## src/sv/ilir_pkg.sv

```systemverilog
// shared types and constants for the indexed list core
// no dependencies; imported by every module of the block
package ilir_pkg;

  localparam int DEF_CAPACITY = 16;

  localparam int OPC_W       = 2;
  localparam int POS_W       = 5;
  localparam int VAL_W       = 32;
  localparam int CNT_W       = 5;
  localparam int IN_TDATA_W  = 40;
  localparam int OUT_TDATA_W = 8;

  typedef enum logic [OPC_W-1:0] {
    OP_PUSH   = 2'd0,
    OP_POP    = 2'd1,
    OP_INSERT = 2'd2,
    OP_REMOVE = 2'd3
  } opcode_t;

  typedef struct packed {
    logic load;
    logic exec;
  } ctrl_cmd_t;

endpackage

```

## src/sv/indexed_list_insert_remove_core.sv

```systemverilog
// an accepted item is latched, run in S_EXEC, and its result registered on out_tvalid
// the controller's accept/execute loop takes no new item while one is executing;
// a new item is taken once the previous result is gone or while it is being handed over
// entries from the target up shift in the execute cycle, one multiplexer per entry
// reset: list count cleared, result channel empty; entry contents are not cleared
module indexed_list_insert_remove_core
  import ilir_pkg::*;
#(
  parameter int CAPACITY = DEF_CAPACITY
) (
  input  logic                   clk,
  input  logic                   rst_n,
  input  logic                   in_tvalid,
  output logic                   in_tready,
  // [1:0] opcode, [6:2] position, [38:7] value, [39] unused
  input  logic [IN_TDATA_W-1:0]  in_tdata,
  output logic                   out_tvalid,
  input  logic                   out_tready,
  // [0] ok, [5:1] count, [7:6] zero
  output logic [OUT_TDATA_W-1:0] out_tdata
);

  ctrl_cmd_t cmd;

  ilir_ctrl u_ctrl (
    .clk        (clk),
    .rst_n      (rst_n),
    .in_tvalid  (in_tvalid),
    .in_tready  (in_tready),
    .out_tvalid (out_tvalid),
    .out_tready (out_tready),
    .cmd        (cmd)
  );

  ilir_dp #(
    .CAPACITY (CAPACITY)
  ) u_dp (
    .clk       (clk),
    .rst_n     (rst_n),
    .cmd       (cmd),
    .in_tdata  (in_tdata),
    .out_tdata (out_tdata)
  );

endmodule

```

## src/sv/ilir_ctrl.sv

```systemverilog
// controller for the indexed list core: accept, execute, result handshake
// depends on ilir_pkg
module ilir_ctrl
  import ilir_pkg::*;
(
  input  logic      clk,
  input  logic      rst_n,
  input  logic      in_tvalid,
  output logic      in_tready,
  output logic      out_tvalid,
  input  logic      out_tready,
  output ctrl_cmd_t cmd
);

  typedef enum logic {
    S_IDLE,
    S_EXEC
  } state_t;

  state_t state_r, state_nxt;
  logic   out_valid_r, out_valid_nxt;

  assign in_tready  = (state_r == S_IDLE) && (!out_valid_r || out_tready);
  assign out_tvalid = out_valid_r;
  assign cmd.load   = in_tvalid && in_tready;
  assign cmd.exec   = (state_r == S_EXEC);

  always_comb begin
    state_nxt     = state_r;
    out_valid_nxt = out_valid_r;
    if (out_valid_r && out_tready) begin
      out_valid_nxt = 1'b0;
    end
    unique case (state_r)
      S_IDLE: begin
        if (cmd.load) begin
          state_nxt = S_EXEC;
        end
      end
      S_EXEC: begin
        out_valid_nxt = 1'b1;
        state_nxt     = S_IDLE;
      end
      default: state_nxt = S_IDLE;
    endcase
  end

  always_ff @(posedge clk) begin
    if (!rst_n) begin
      state_r     <= S_IDLE;
      out_valid_r <= 1'b0;
    end else begin
      state_r     <= state_nxt;
      out_valid_r <= out_valid_nxt;
    end
  end

endmodule

```

## src/sv/ilir_dp.sv

```systemverilog
// datapath for the indexed list core: item latch, entry shifter, fill, result
// depends on ilir_pkg
module ilir_dp
  import ilir_pkg::*;
#(
  parameter int CAPACITY = DEF_CAPACITY
) (
  input  logic                   clk,
  input  logic                   rst_n,
  input  ctrl_cmd_t              cmd,
  input  logic [IN_TDATA_W-1:0]  in_tdata,
  output logic [OUT_TDATA_W-1:0] out_tdata
);

  localparam int FW = $clog2(CAPACITY + 1);
  localparam int CW = (FW > CNT_W) ? FW : CNT_W;
  localparam logic [CW-1:0] CAP_C = CW'(CAPACITY);

  opcode_t                  op_r;
  logic [POS_W-1:0]         pos_r;
  logic signed [VAL_W-1:0]  val_r;
  logic [FW-1:0]            fill_r, fill_nxt;
  logic signed [VAL_W-1:0]  ent_r   [CAPACITY];
  logic signed [VAL_W-1:0]  ent_nxt [CAPACITY];
  logic                     ok_r;
  logic [CNT_W-1:0]         cnt_r;

  logic [CW-1:0] fill_w, pos_w, tgt_w, cnt_w;
  logic          is_ins, ins_ok, rem_ok, pop_ok;

  assign fill_w = CW'(fill_r);
  assign pos_w  = CW'(pos_r);
  assign is_ins = (op_r == OP_PUSH) || (op_r == OP_INSERT);
  assign tgt_w  = (op_r == OP_PUSH) ? fill_w : pos_w;
  assign ins_ok = is_ins && (tgt_w <= fill_w) && (fill_w != CAP_C);
  assign rem_ok = (op_r == OP_REMOVE) && (pos_w < fill_w);
  assign pop_ok = (op_r == OP_POP) && (fill_r != '0);

  always_comb begin
    fill_nxt = fill_r;
    unique case (op_r) inside
      OP_PUSH, OP_INSERT: if (ins_ok) fill_nxt = fill_r + FW'(1);
      OP_POP:             if (pop_ok) fill_nxt = fill_r - FW'(1);
      OP_REMOVE:          if (rem_ok) fill_nxt = fill_r - FW'(1);
      default:            fill_nxt = fill_r;
    endcase
  end

  assign cnt_w = CW'(fill_nxt);

  for (genvar i = 0; i < CAPACITY; i++) begin : g_ent
    localparam logic [CW-1:0] IDX = CW'(i);
    logic signed [VAL_W-1:0] below, above;
    if (i > 0) begin : g_below
      assign below = ent_r[i-1];
    end else begin : g_below0
      assign below = '0;
    end
    if (i < CAPACITY - 1) begin : g_above
      assign above = ent_r[i+1];
    end else begin : g_above0
      assign above = '0;
    end
    always_comb begin
      ent_nxt[i] = ent_r[i];
      if (ins_ok) begin
        if (IDX == tgt_w) begin
          ent_nxt[i] = val_r;
        end else if (IDX > tgt_w) begin
          ent_nxt[i] = below;
        end
      end else if (rem_ok && (IDX >= pos_w)) begin
        ent_nxt[i] = above;
      end
    end
  end

  always_ff @(posedge clk) begin
    if (!rst_n) begin
      fill_r <= '0;
    end else if (cmd.exec) begin
      fill_r <= fill_nxt;
    end
  end

  always_ff @(posedge clk) begin
    if (cmd.load) begin
      op_r  <= opcode_t'(in_tdata[OPC_W-1:0]);
      pos_r <= in_tdata[OPC_W +: POS_W];
      val_r <= in_tdata[OPC_W+POS_W +: VAL_W];
    end
    if (cmd.exec) begin
      ok_r  <= ins_ok || rem_ok || pop_ok;
      cnt_r <= cnt_w[CNT_W-1:0];
      for (int i = 0; i < CAPACITY; i++) begin
        ent_r[i] <= ent_nxt[i];
      end
    end
  end

  assign out_tdata = {{(OUT_TDATA_W-CNT_W-1){1'b0}}, cnt_r, ok_r};

endmodule

```

## config.mk

```make
export PLATFORM = sky130hd
export DESIGN_NAME = indexed_list_insert_remove_core
export DESIGN_NICKNAME = d
export VERILOG_FILES = /design/src/sv/ilir_pkg.sv /design/src/sv/indexed_list_insert_remove_core.sv /design/src/sv/ilir_ctrl.sv /design/src/sv/ilir_dp.sv
export SDC_FILE = /design/constraint.sdc
export NUM_CORES = 1
export LEC_CHECK = 0
export BUFFER_PORTS_ARGS = -buffer_cell sky130_fd_sc_hd__buf_4
export CORE_MARGIN = 3
export CORE_UTILIZATION = 35
export DETAILED_ROUTE_END_ITERATION = 7
export PLACE_DENSITY_LB_ADDON = 0.25
export SLEW_MARGIN = 20
export SYNTH_ARGS = -nofsm -noshare
export SYNTH_HDL_FRONTEND = slang
export SYNTH_SLANG_ARGS = --single-unit
```

## constraint.sdc

```tcl
create_clock -name clk -period 4.48 [get_ports clk]
set_clock_uncertainty 0.05 [all_clocks]
set_input_delay 0.448 -clock clk [delete_from_list [all_inputs] [get_ports clk]]
set_output_delay 0.448 -clock clk [all_outputs]
set_load 0.01 [all_outputs]
```

==> results of run 1 <==
==> cell type report <==
cell class / instances / area (sq um)
fill: 318 / 1940
clock buffer: 4 / 47.5
multi-input combinational: 78 / 642
tap: 46 / 57.6
timing repair buffer: 18 / 135
sequential: 20 / 531
inverter: 10 / 37.5
==> how the worst min path moves through the flow <==
stage / cells past startpoint / from / end / slack, ps
floorplan: 2 / u_dp.fill_r[0] / u_dp.fill_r[0] / 470
global placement: 2 / u_ctrl.out_tvalid / u_ctrl.out_tvalid / 500
detailed placement: 2 / u_ctrl.out_tvalid / u_ctrl.out_tvalid / 510
CTS: 1 / in_tdata[5] / u_dp.pos_r[3] / 230
global route: 1 / in_tdata[6] / u_dp.pos_r[4] / 210
finish: 1 / in_tdata[5] / u_dp.pos_r[3] / 240
==> stage by stage <==
stage,util (%),hold slack (ps)
6_report,42.8,243
5_1_grt,42.8,214
4_1_cts,42.8,229
3_5_place_dp,41.4,510
3_3_place_gp,41.4,497
2_1_floorplan,-,467
==> cells in the mapped netlist, drive strengths merged <==
library cell,instances
a211oi,2
a21boi,1
a21o,1
a21oi,5
a221oi,1
a31oi,2
a32oi,1
a41oi,1
and2,2
and3,2
buf,5
clkbuf,1
conb,1
dfxtp,7
edfxtp,13
ha,11
inv,10
mux2,4
mux2i,2
nand2,5
nand3,3
nand4,5
nor2,4
nor2b,3
nor3,2
nor3b,1
o2111a,1
o211ai,2
o21a,2
o21ai,4
o21bai,1
o221a,2
o22a,1
o31a,2
or2,1
or3,1
xnor2,1
==> metal layers <==
layer	global-route usage, %	vias to the layer above	share of wire (%)
li1	-	453	-
met1	16.6	407	46
met2	20.0	27	46
met3	4.27	5	6.8
met4	4.66	0	1.3
met5	0	-	0
==> worst max-delay path, delay by kind of cell (launching register included) <==
kind                       cells  cell delay (ps)
and+or+nand+nor                4              960
AOI/OAI and AO/OA              3              600
DFF                            1              530
muxes                          1              390
adders and majority gates      1              300
==> state kept, by name, indices dropped and copies added, names as in the netlist <==
register,cells
u_dp.pos_r,5
u_ctrl.out_tvalid,1
u_dp.fill_r,5
u_dp.op_r,2
u_dp.ok_r,1
u_ctrl.state_r,1
u_dp.cnt_r,5
==> cells by family after synthesis <==
| kind of cell | count (synthesis) | synth area share (%) |
|---|---|---|
| AND/OR/NAND/NOR | 29 | 13.5 |
| XOR/XNOR | 1 | 0.702 |
| AO/OA/AOI/OAI | 29 | 20.3 |
| multiplexers | 6 | 5.21 |
| other | 1 | 0.300 |
| adder cells (fa/ha/maj) | 11 | 11.0 |
| flip-flops | 20 | 42.5 |
| buffers and inverters | 16 | 6.41 |
==> where the power goes <==
part / switching [mW] / internal, mW
Combinational: 0.0557 / 0.0530
Clock: 0.0627 / 0.0683
Sequential: 0.0127 / 0.212
==> results.md, run 1 <==
* Final Non-Filler Cells at 176
* Max FO, Critical Path at 8
* Avg Inst Size Synth at 11.1 sq um
* Status: finished clean
* Placement Rows at 21
* Reg-to-reg setup timing slack at 1420 ps
* Slew headroom at 65.2%
* Iter 0 DRT Violations at 29
* Synth top area share at 31.3%
* Min cycle time layout at 3060 ps
* Max-Cap Viols at 0
* Reg-to-reg startpoint: u_dp.op_r[0]
* Clock-pin slew on the worst setup and hold paths at 120 ps
* Placed Area at 0.00140 sq mm
* Critical Path Sink: u_dp.cnt_r[4]
* GRT Total Usage at 12.9%
* RR Endpoint: u_dp.cnt_r[4]
* Commonest non-fill, non-tap cell in the layout: buf_4
* Cell count after synthesis at 113
* First drt pass iteration count at 4
* H-tree levels at 1
* Final Hold Violating Endpoints at 0
* Die ar. at 0.00432 sq mm
* Clock buffer count from CTS at 3
* Yosys warnings at 0
* Pins Over Slew Limit at 0
* Pwr Density at 320 mW/mm^2
* Core Area at 0.00339 sq mm
* I/O Pins at 54
* Hold_buf cts at 0
* Largest area contributor in the netlist: edfxtp_1
* ANT nets after route at 0
* Final GP Congestion at 0.793
* Largest net degree at the start of global routing at 15
* CTS Sinks at 20
* # diodes at 0
* Yosys reg bits at 20
* Max stage delay on crit path at 530 ps
* Via density at 5.07
* Crit path max-delay cell type: edfxtp_1
* Pre-CTS setup slack at 1420 ps
* Synth top area cells: edfxtp_1 31%, dfxtp_1 11%, ha_1 11%
* Number of buffers added on ports at 18
* Total power draw at 0.464 mW
* NumNets Final at 186
* Vias post-DR at 892
* Setup violators final at 0
* Worst slew pin tran at 521 ps
* Path type of the worst setup path: reg2reg
* Clock Tree Buf Depth at 2
* Setup_tns at 0 ps
* RSZ-0062 raised after global routing: no
* Wire length per cell at 13.1 microns
* Layout cell share with drive strength beyond 1 at 26.2%
* Synth Cell Area at 0.00125 sq mm
* Setup crit start: u_dp.op_r[0]
* Commonest non-fill, non-tap cells in the layout: 18 x buf_4, 13 x edfxtp_1, 11 x ha_1
* Post-route cell area at 0.00145 sq mm
* Synth unique cells at 45
* DRC at 0
* Initial antenna violation count at 0
* CP Launch Type: register
* Vias in the first global route at 898
* Hold/Removal Path Class: in2reg
* Resized Gates After CTS at 0
* VDD IR max at 0.174 mV
* Fmax at 326 MHz
* CP required at 4510 ps
* Die height at 65.7 microns
* Grt total ovfl at 0
* Area Overhead vs Synth at 16.1%
* Root Buffer: clkbuf_4
* Register area share after synthesis at 42.5%
* TritonCTS clock tree: built
* First-pass GRT wire length at 4.20 mm
* Initial Util at 36.8%
* Final Cycle Share at 68.4%
* Cells on worst reg2reg path at 9
* WL final at 2.31 mm
* Fin worst setup slack at 1420 ps
* Crit-path cells: nor2_1 > mux2_2 > ha_1 > a211oi_2 > o221a_1 > o21a_4 > nand4_1 > and3_1 > or2_1
* Pleak at 0.565 nW
* CP endpoint kind: register
* Die Wd at 65.7 microns
* DP Wirelength at 1.82 mm
* DP Cell Count at 172
* Clock latency on the worst-skew pair at 320 ps
* Post-CTS setup buffer count at 0
* CP arrival at 3100 ps
Power figures use the tool's default switching activity.
==> run 2, diff against run 1 <==
Settings changed: ABC_AREA set to 1.
Clock period 4.48 ns to 3.1 ns, I/O delays scaled along.
==> run 2 against run 1 <==
Against the previous run:
- die area is 9.4% higher
- critical path depth grew 3
- global-route usage is 0.88 points higher
- first-iteration DRC count is 100% higher
- core utilization grew 0.55 points
- clock power up 50%
==> results.md, run 2 <==
* Top flop regs: u_dp.cnt_r: 5 flops, u_dp.fill_r: 5 flops, u_dp.pos_r: 5 flops
* Yosys warnings at 0 (unchanged)
* Top post-synthesis cells by count: 44 x nand2_1, 26 x nand3_1, 22 x inv_1
* ANT nets after route at 0 (unchanged)
* First-pass GRT wire length at 4.82 mm (+15%)
* Metal2 WL at 1.21 mm (+14%)
* Clock buffer count from CTS at 3 (unchanged)
* Avg Inst Size Synth at 7.53 sq um (-32%)
* Die Wd at 68.8 microns (+4.6%)
* I/O Pins at 54 (unchanged)
* Pleak at 0.807 nW (+43%)
* Setup violators final at 0 (unchanged)
* Initial antenna violation count at 0 (unchanged)
* Number of buffers added on ports at 18 (unchanged)
* Async SR Flop Fraction at 0% (unchanged)
* Fmax at 381 MHz (+17%)
* Placement Rows at 22 (+4.8%)
* Largest area contributor in the netlist: edfxtp_1
* Vias in the first global route at 1,041 (+16%)
* TritonCTS clock tree: built
* DR top layer: met4
* DP Wirelength at 2.05 mm (+12%)
* Final Hold Violating Endpoints at 0 (unchanged)
* Initial Util at 37.1% (+0.26 points)
* Min cycle time layout at 2620 ps (-439 ps)
* Max-Cap Viols at 0 (unchanged)
* Routed length on met3 at 126 microns (-20%)
* Commonest non-fill, non-tap cell in the layout: nand2_1
* Synth unique cells at 21 (-53%)
* Pwr Density at 455 mW/mm^2 (+42%)
* Die height at 68.8 microns (+4.6%)
* Final Non-Filler Cells at 251 (+43%)
* Max FO, Critical Path at 10 (+2)
* Layout cell share with drive strength beyond 1 at 17.2% (-8.9 points)
* Synth Cell Area at 0.00138 sq mm (+10%)
* Clock Tree Buf Depth at 2 (unchanged)
* RSZ-0062 raised after global routing: no
* CP Launch Type: register
* Clock latency on the worst-skew pair at 260 ps (-60 ps)
* Synth top area cells: edfxtp_1 28%, nand2_1 12%, dfxtp_1 10%
* Post-synth EDFFs at 13 (unchanged)
* Yosys reg bits at 20 (unchanged)
* Final GP Congestion at 0.879 (+11%)
* Cell count after synthesis at 183 (+62%)
* Via density at 4.57 (-9.9%)
* Met1 wire length at 1.26 mm (+19%)
* Wire length per cell at 10.6 microns (-19%)
* Largest net degree at the start of global routing at 14 (-1)
* H-tree levels at 1 (unchanged)
* Hold_buf cts at 0 (unchanged)
* Status: finished clean
* Resized Gates After CTS at 0 (unchanged)
* CP required at 3070 ps (-1440 ps)
* Hold/Removal Path Class: in2reg
* Pins Over Slew Limit at 0 (unchanged)
* DRC at 0 (unchanged)
* Top_reg_cell synth: edfxtp_1
* NumNets Final at 259 (+39%)
* CP endpoint kind: register
* First drt pass iteration count at 4 (unchanged)
* Iter 0 DRT Violations at 58 (+100%)
* CTS Sinks at 20 (unchanged)
* Worst slew pin tran at 534 ps (+12.5 ps)
* Path type of the worst setup path: reg2reg
* Synth top area share at 28.3% (-3.0 points)
* Setup_tns at 0 ps (unchanged)
* Root Buffer: clkbuf_8
* VDD IR max at 0.350 mV (+100%)
* GRT Total Usage at 13.8% (+0.88 points)
* # diodes at 0 (unchanged)
* CP arrival at 2600 ps (-500 ps)
* Register area share after synthesis at 38.5% (-4.0 points)
* Post-CTS setup buffer count at 0 (unchanged)
* Grt total ovfl at 0 (unchanged)
* DP Cell Count at 247 (+44%)
* Die ar. at 0.00473 sq mm (+9.4%)
* Slew headroom at 64.4% (-0.83 points)
* Final Cycle Share at 84.7% (+16 points)
* Area Overhead vs Synth at 16.8%
* Vias post-DR at 1,146 (+28%)
* WL final at 2.66 mm (+15%)
* Clock-pin slew on the worst setup and hold paths at 80 ps (-40 ps)
* Most common cell in the synthesized netlist: nand2_1
* Core Area at 0.00372 sq mm (+9.6%)
* Commonest non-fill, non-tap cells in the layout: 44 x nand2_1, 26 x nand3_1, 22 x inv_1
[run 2: final cells by class]
type	instances	area, sq um
clock buffer	4	55.1
fill	390	2110
inverter	29	114
multi-input combinational	132	716
sequential	20	531
tap	48	60.1
timing repair buffer	18	135
[run 2: kinds of logic (layout without fill, tap and decap cells)]
logic type	Yosys count	after routing	share of synthesized area (%)
AO/OA/AOI/OAI	17	17	6.17
flip-flops	20	20	38.5
XOR/XNOR	5	5	3.18
AND/OR/NAND/NOR	97	97	32.0
other	1	2	0.272
adder cells (fa/ha/maj)	11	11	9.98
buffers and inverters	32	51	9.89
[run 2: per-layer routing]
metal	global-route usage (%)	up-vias
li1	-	626
met5	0	-
met2	21.3	41
met3	1.94	6
met4	6.08	0
met1	19.1	473
[run 2: metrics by stage]
step	worst slack, ps	utilization, %	cell area [sq um]	hold WS [ps]	total power, mW
floorplan	834	-	1380	359	0.489
global placement	498	41.9	1560	438	0.540
detailed placement	505	41.9	1560	439	0.542
CTS	480	43.3	1610	179	0.740
global route	115	43.3	1610	170	0.794
finish	476	43.3	1610	179	0.733
[run 2: worst paths after layout]
path,slack (ps),end,depth (start not counted),startpoint
max,480,u_dp.cnt_r[2],12,u_dp.op_r[0]
min,180,u_dp.pos_r[0],1,in_tdata[2]
max reg2reg,480,u_dp.cnt_r[2],12,u_dp.op_r[0]
min reg2reg,510,u_ctrl.out_tvalid,2,u_ctrl.out_tvalid
[run 2: where the power goes]
| part | switching, mW | internal [mW] |
|---|---|---|
| clock network | 0.0845 | 0.113 |
| registers | 0.0195 | 0.309 |
| logic | 0.126 | 0.0815 |
| total | 0.230 | 0.503 |
[run 2: worst max-delay path: stages, from the launching register on]
cell and delay, ps:
edfxtp_1 500, nor2_1 460, a21oi_1 160, ha_1 320
nand2_1 60, nor2_1 140, nand2_1 60, nand3_1 60
nand2_1 160, nand2_2 160, nand2_1 60, nand3_1 130
nand2_1 70
==> run 3, diff against run 2 <==
Clock period 3.1 ns to 2.3 ns, I/O delays scaled along.
==> run 3 against run 2 <==
Against the previous run:
- power grew 39%
- core utilization is 2.5 points higher
- setup slack worse by 340 ps
- critical endpoint unchanged
- via count is 5.9% higher
- critical path type unchanged
- combinational power increased by 52%
- flip-flop and latch count unchanged
- sequential power is 33% higher
- global-route usage is 0.57 points lower
- maximum frequency rose by 21%
==> results.md, run 3 (synthesized netlist as in run 2, its figures left out) <==
* Die height at 68.8 microns (unchanged)
* Area occupied by multi-input gates at 743 sq um (+3.8%)
* Final Cycle Share at 93.9% (+9.3 points)
* Hold Path Stages at 1 (unchanged)
* Pre-CTS setup slack at 55.1 ps (-450 ps)
* Clock Tree Buf Depth at 2 (unchanged)
* First drt pass iteration count at 4 (unchanged)
* # diodes at 0 (unchanged)
* CP arrival at 2130 ps (-470 ps)
* Register Area at 531 sq um (unchanged)
* Top flop regs: u_dp.cnt_r: 5 flops, u_dp.fill_r: 5 flops, u_dp.pos_r: 5 flops
* Pins Over Slew Limit at 0 (unchanged)
* I/O Pins at 54 (unchanged)
* CTS Sinks at 20 (unchanged)
* Commonest non-fill, non-tap cells in the layout: 43 x nand2_1, 26 x buf_4, 24 x nand3_1
* GRT Total Usage at 13.2% (-0.57 points)
* Min cycle time layout at 2160 ps (-464 ps)
* Die ar. at 0.00473 sq mm (unchanged)
* Placement Rows at 22 (unchanged)
* CP endpoint kind: register
* Largest net degree at the start of global routing at 14 (unchanged)
* Slew headroom at 62.2% (-2.2 points)
* Clock latency on the worst-skew pair at 260 ps (about the same)
* Via density at 4.67 (+2.3%)
* Reg-to-reg setup timing slack at 140 ps (-340 ps)
* CP required at 2270 ps (-800 ps)
* Reg-to-reg startpoint: u_dp.op_r[0]
* Pwr Density at 597 mW/mm^2 (+31%)
* NumNets Final at 268 (+3.5%)
* Hold endpoint: u_dp.pos_r[3]
* Setup violators final at 0 (unchanged)
* Initial antenna violation count at 0 (unchanged)
* Max-Cap Viols at 0 (unchanged)
* Die Wd at 68.8 microns (unchanged)
* Worst slew pin tran at 566 ps (+32.5 ps)
* WL final at 2.75 mm (+3.5%)
* Setup crit start: u_dp.op_r[0]
* Layout cell share with drive strength beyond 1 at 23.1% (+5.9 points)
* VDD IR max at 0.409 mV (+17%)
* Clock-pin slew on the worst setup and hold paths at 70 ps (about the same)
* Core Area at 0.00372 sq mm (unchanged)
* TritonCTS clock tree: built
* Wire length per cell at 10.6 microns (about the same)
* Worst hold start: in_tdata[5]
* Fmax at 463 MHz (+21%)
* Commonest non-fill, non-tap cell in the layout: nand2_1
* Area Overhead vs Synth at 23.5%
* Path type of the worst setup path: reg2reg
* Final Hold Violating Endpoints at 0 (unchanged)
* DP Wirelength at 2.16 mm (+5.6%)
* Hold/Removal Path Class: in2reg
* CP Launch Type: register
* Vias post-DR at 1,214 (+5.9%)
* Pleak at 0.860 nW (+6.5%)
* Max FO, Critical Path at 6 (-4)
* Vias in the first global route at 1,018 (-2.2%)
* Final GP Congestion at 0.864 (-1.7%)
* Hold_buf cts at 0 (unchanged)
* Root Buffer: clkbuf_8
* Final hold slack at 94.7 ps (-84.5 ps)
* Initial Util at 37.1% (unchanged)
* Fin worst setup slack at 139 ps (-336 ps)
* First-pass GRT wire length at 4.55 mm (-5.6%)
* RR Endpoint: u_dp.cnt_r[2]
* Clock buffer count from CTS at 3 (unchanged)
* ANT nets after route at 0 (unchanged)
* Post-route cell area at 0.00170 sq mm (+5.7%)
* Grt total ovfl at 0 (unchanged)
* Status: finished clean
* H-tree levels at 1 (unchanged)
* Placed Area at 0.00161 sq mm (+3.4%)
* Cells on worst reg2reg path at 13 (+1)
* Number of buffers added on ports at 18 (unchanged)
* Fillcell total at 374 (-4.1%)
* DRC at 0 (unchanged)
* Iter 0 DRT Violations at 55 (-5.2%)
* Total power draw at 1.02 mW (+39%)
[run 3: cell count changes in the layout (fill, tap and decap cells not counted), moves of 2 or more]
cell | before | now
nand2_4 | 0 | 2
buf_4 | 18 | 26
nor2_1 | 19 | 17
nand3_2 | 1 | 3
nor2_2 | 0 | 2
nand3_1 | 26 | 24
[run 3: how the worst max path moves through the flow]
stage | end | slack, ps
final | u_dp.cnt_r[2] | 140
after global routing | u_dp.fill_r[2] | -4
after CTS | u_dp.cnt_r[2] | 50
after detailed placement | u_dp.cnt_r[2] | 60
after global placement | u_dp.cnt_r[2] | 80
after floorplan | u_dp.cnt_r[2] | 30
[run 3: cell type report]
cell class / instances / share of cell area [%]
Inverter: 29 / 6.69
Timing Repair Buffer: 27 / 11.8
Sequential cell: 20 / 31.2
Tap cell: 48 / 3.53
Multi-Input combinational cell: 132 / 43.6
Clock buffer: 4 / 3.23
[run 3: report_power, final]
part | internal (mW) | switching [mW] | leakage [nW]
Sequential | 0.416 | 0.0205 | 0.181
Clock | 0.152 | 0.113 | 0.0288
Combinational | 0.127 | 0.188 | 0.650
Total | 0.696 | 0.321 | 0.860
[run 3: worst max-delay path, stage by stage, from the launching register on]
cell and delay (ps):
edfxtp_1 390, nor2_2 140, buf_4 150, a21oi_1 80, ha_1 310, nand2_1 80
nor2_2 120, nand2_1 60, nand3_1 100, nand2_4 90, nand2_4 100, nand2_1 50
nand3_1 120, nand2_1 70
[run 3: routing by layer]
metal	GRT usage [%]	wire length, microns
met1	17.2	1260
met2	21.3	1250
met3	2.43	185
met4	5.84	49
met5	0	0
[run 3: through the flow]
stage | utilization [%] | setup TNS (ps) | instances
2_1_floorplan | - | 0 | 184
3_3_place_gp | 43.3 | 0 | 254
3_5_place_dp | 43.3 | 0 | 254
4_1_cts | 44.7 | 0 | 258
5_1_grt | 45.8 | -10.6 | 260
6_report | 45.8 | 0 | 260
[run 3: repair_timing]
action / CTS / global route
gates resized for setup: 0 / 8
setup buffers: 0 / 1
endpoints found under the setup margin: 0 / 10
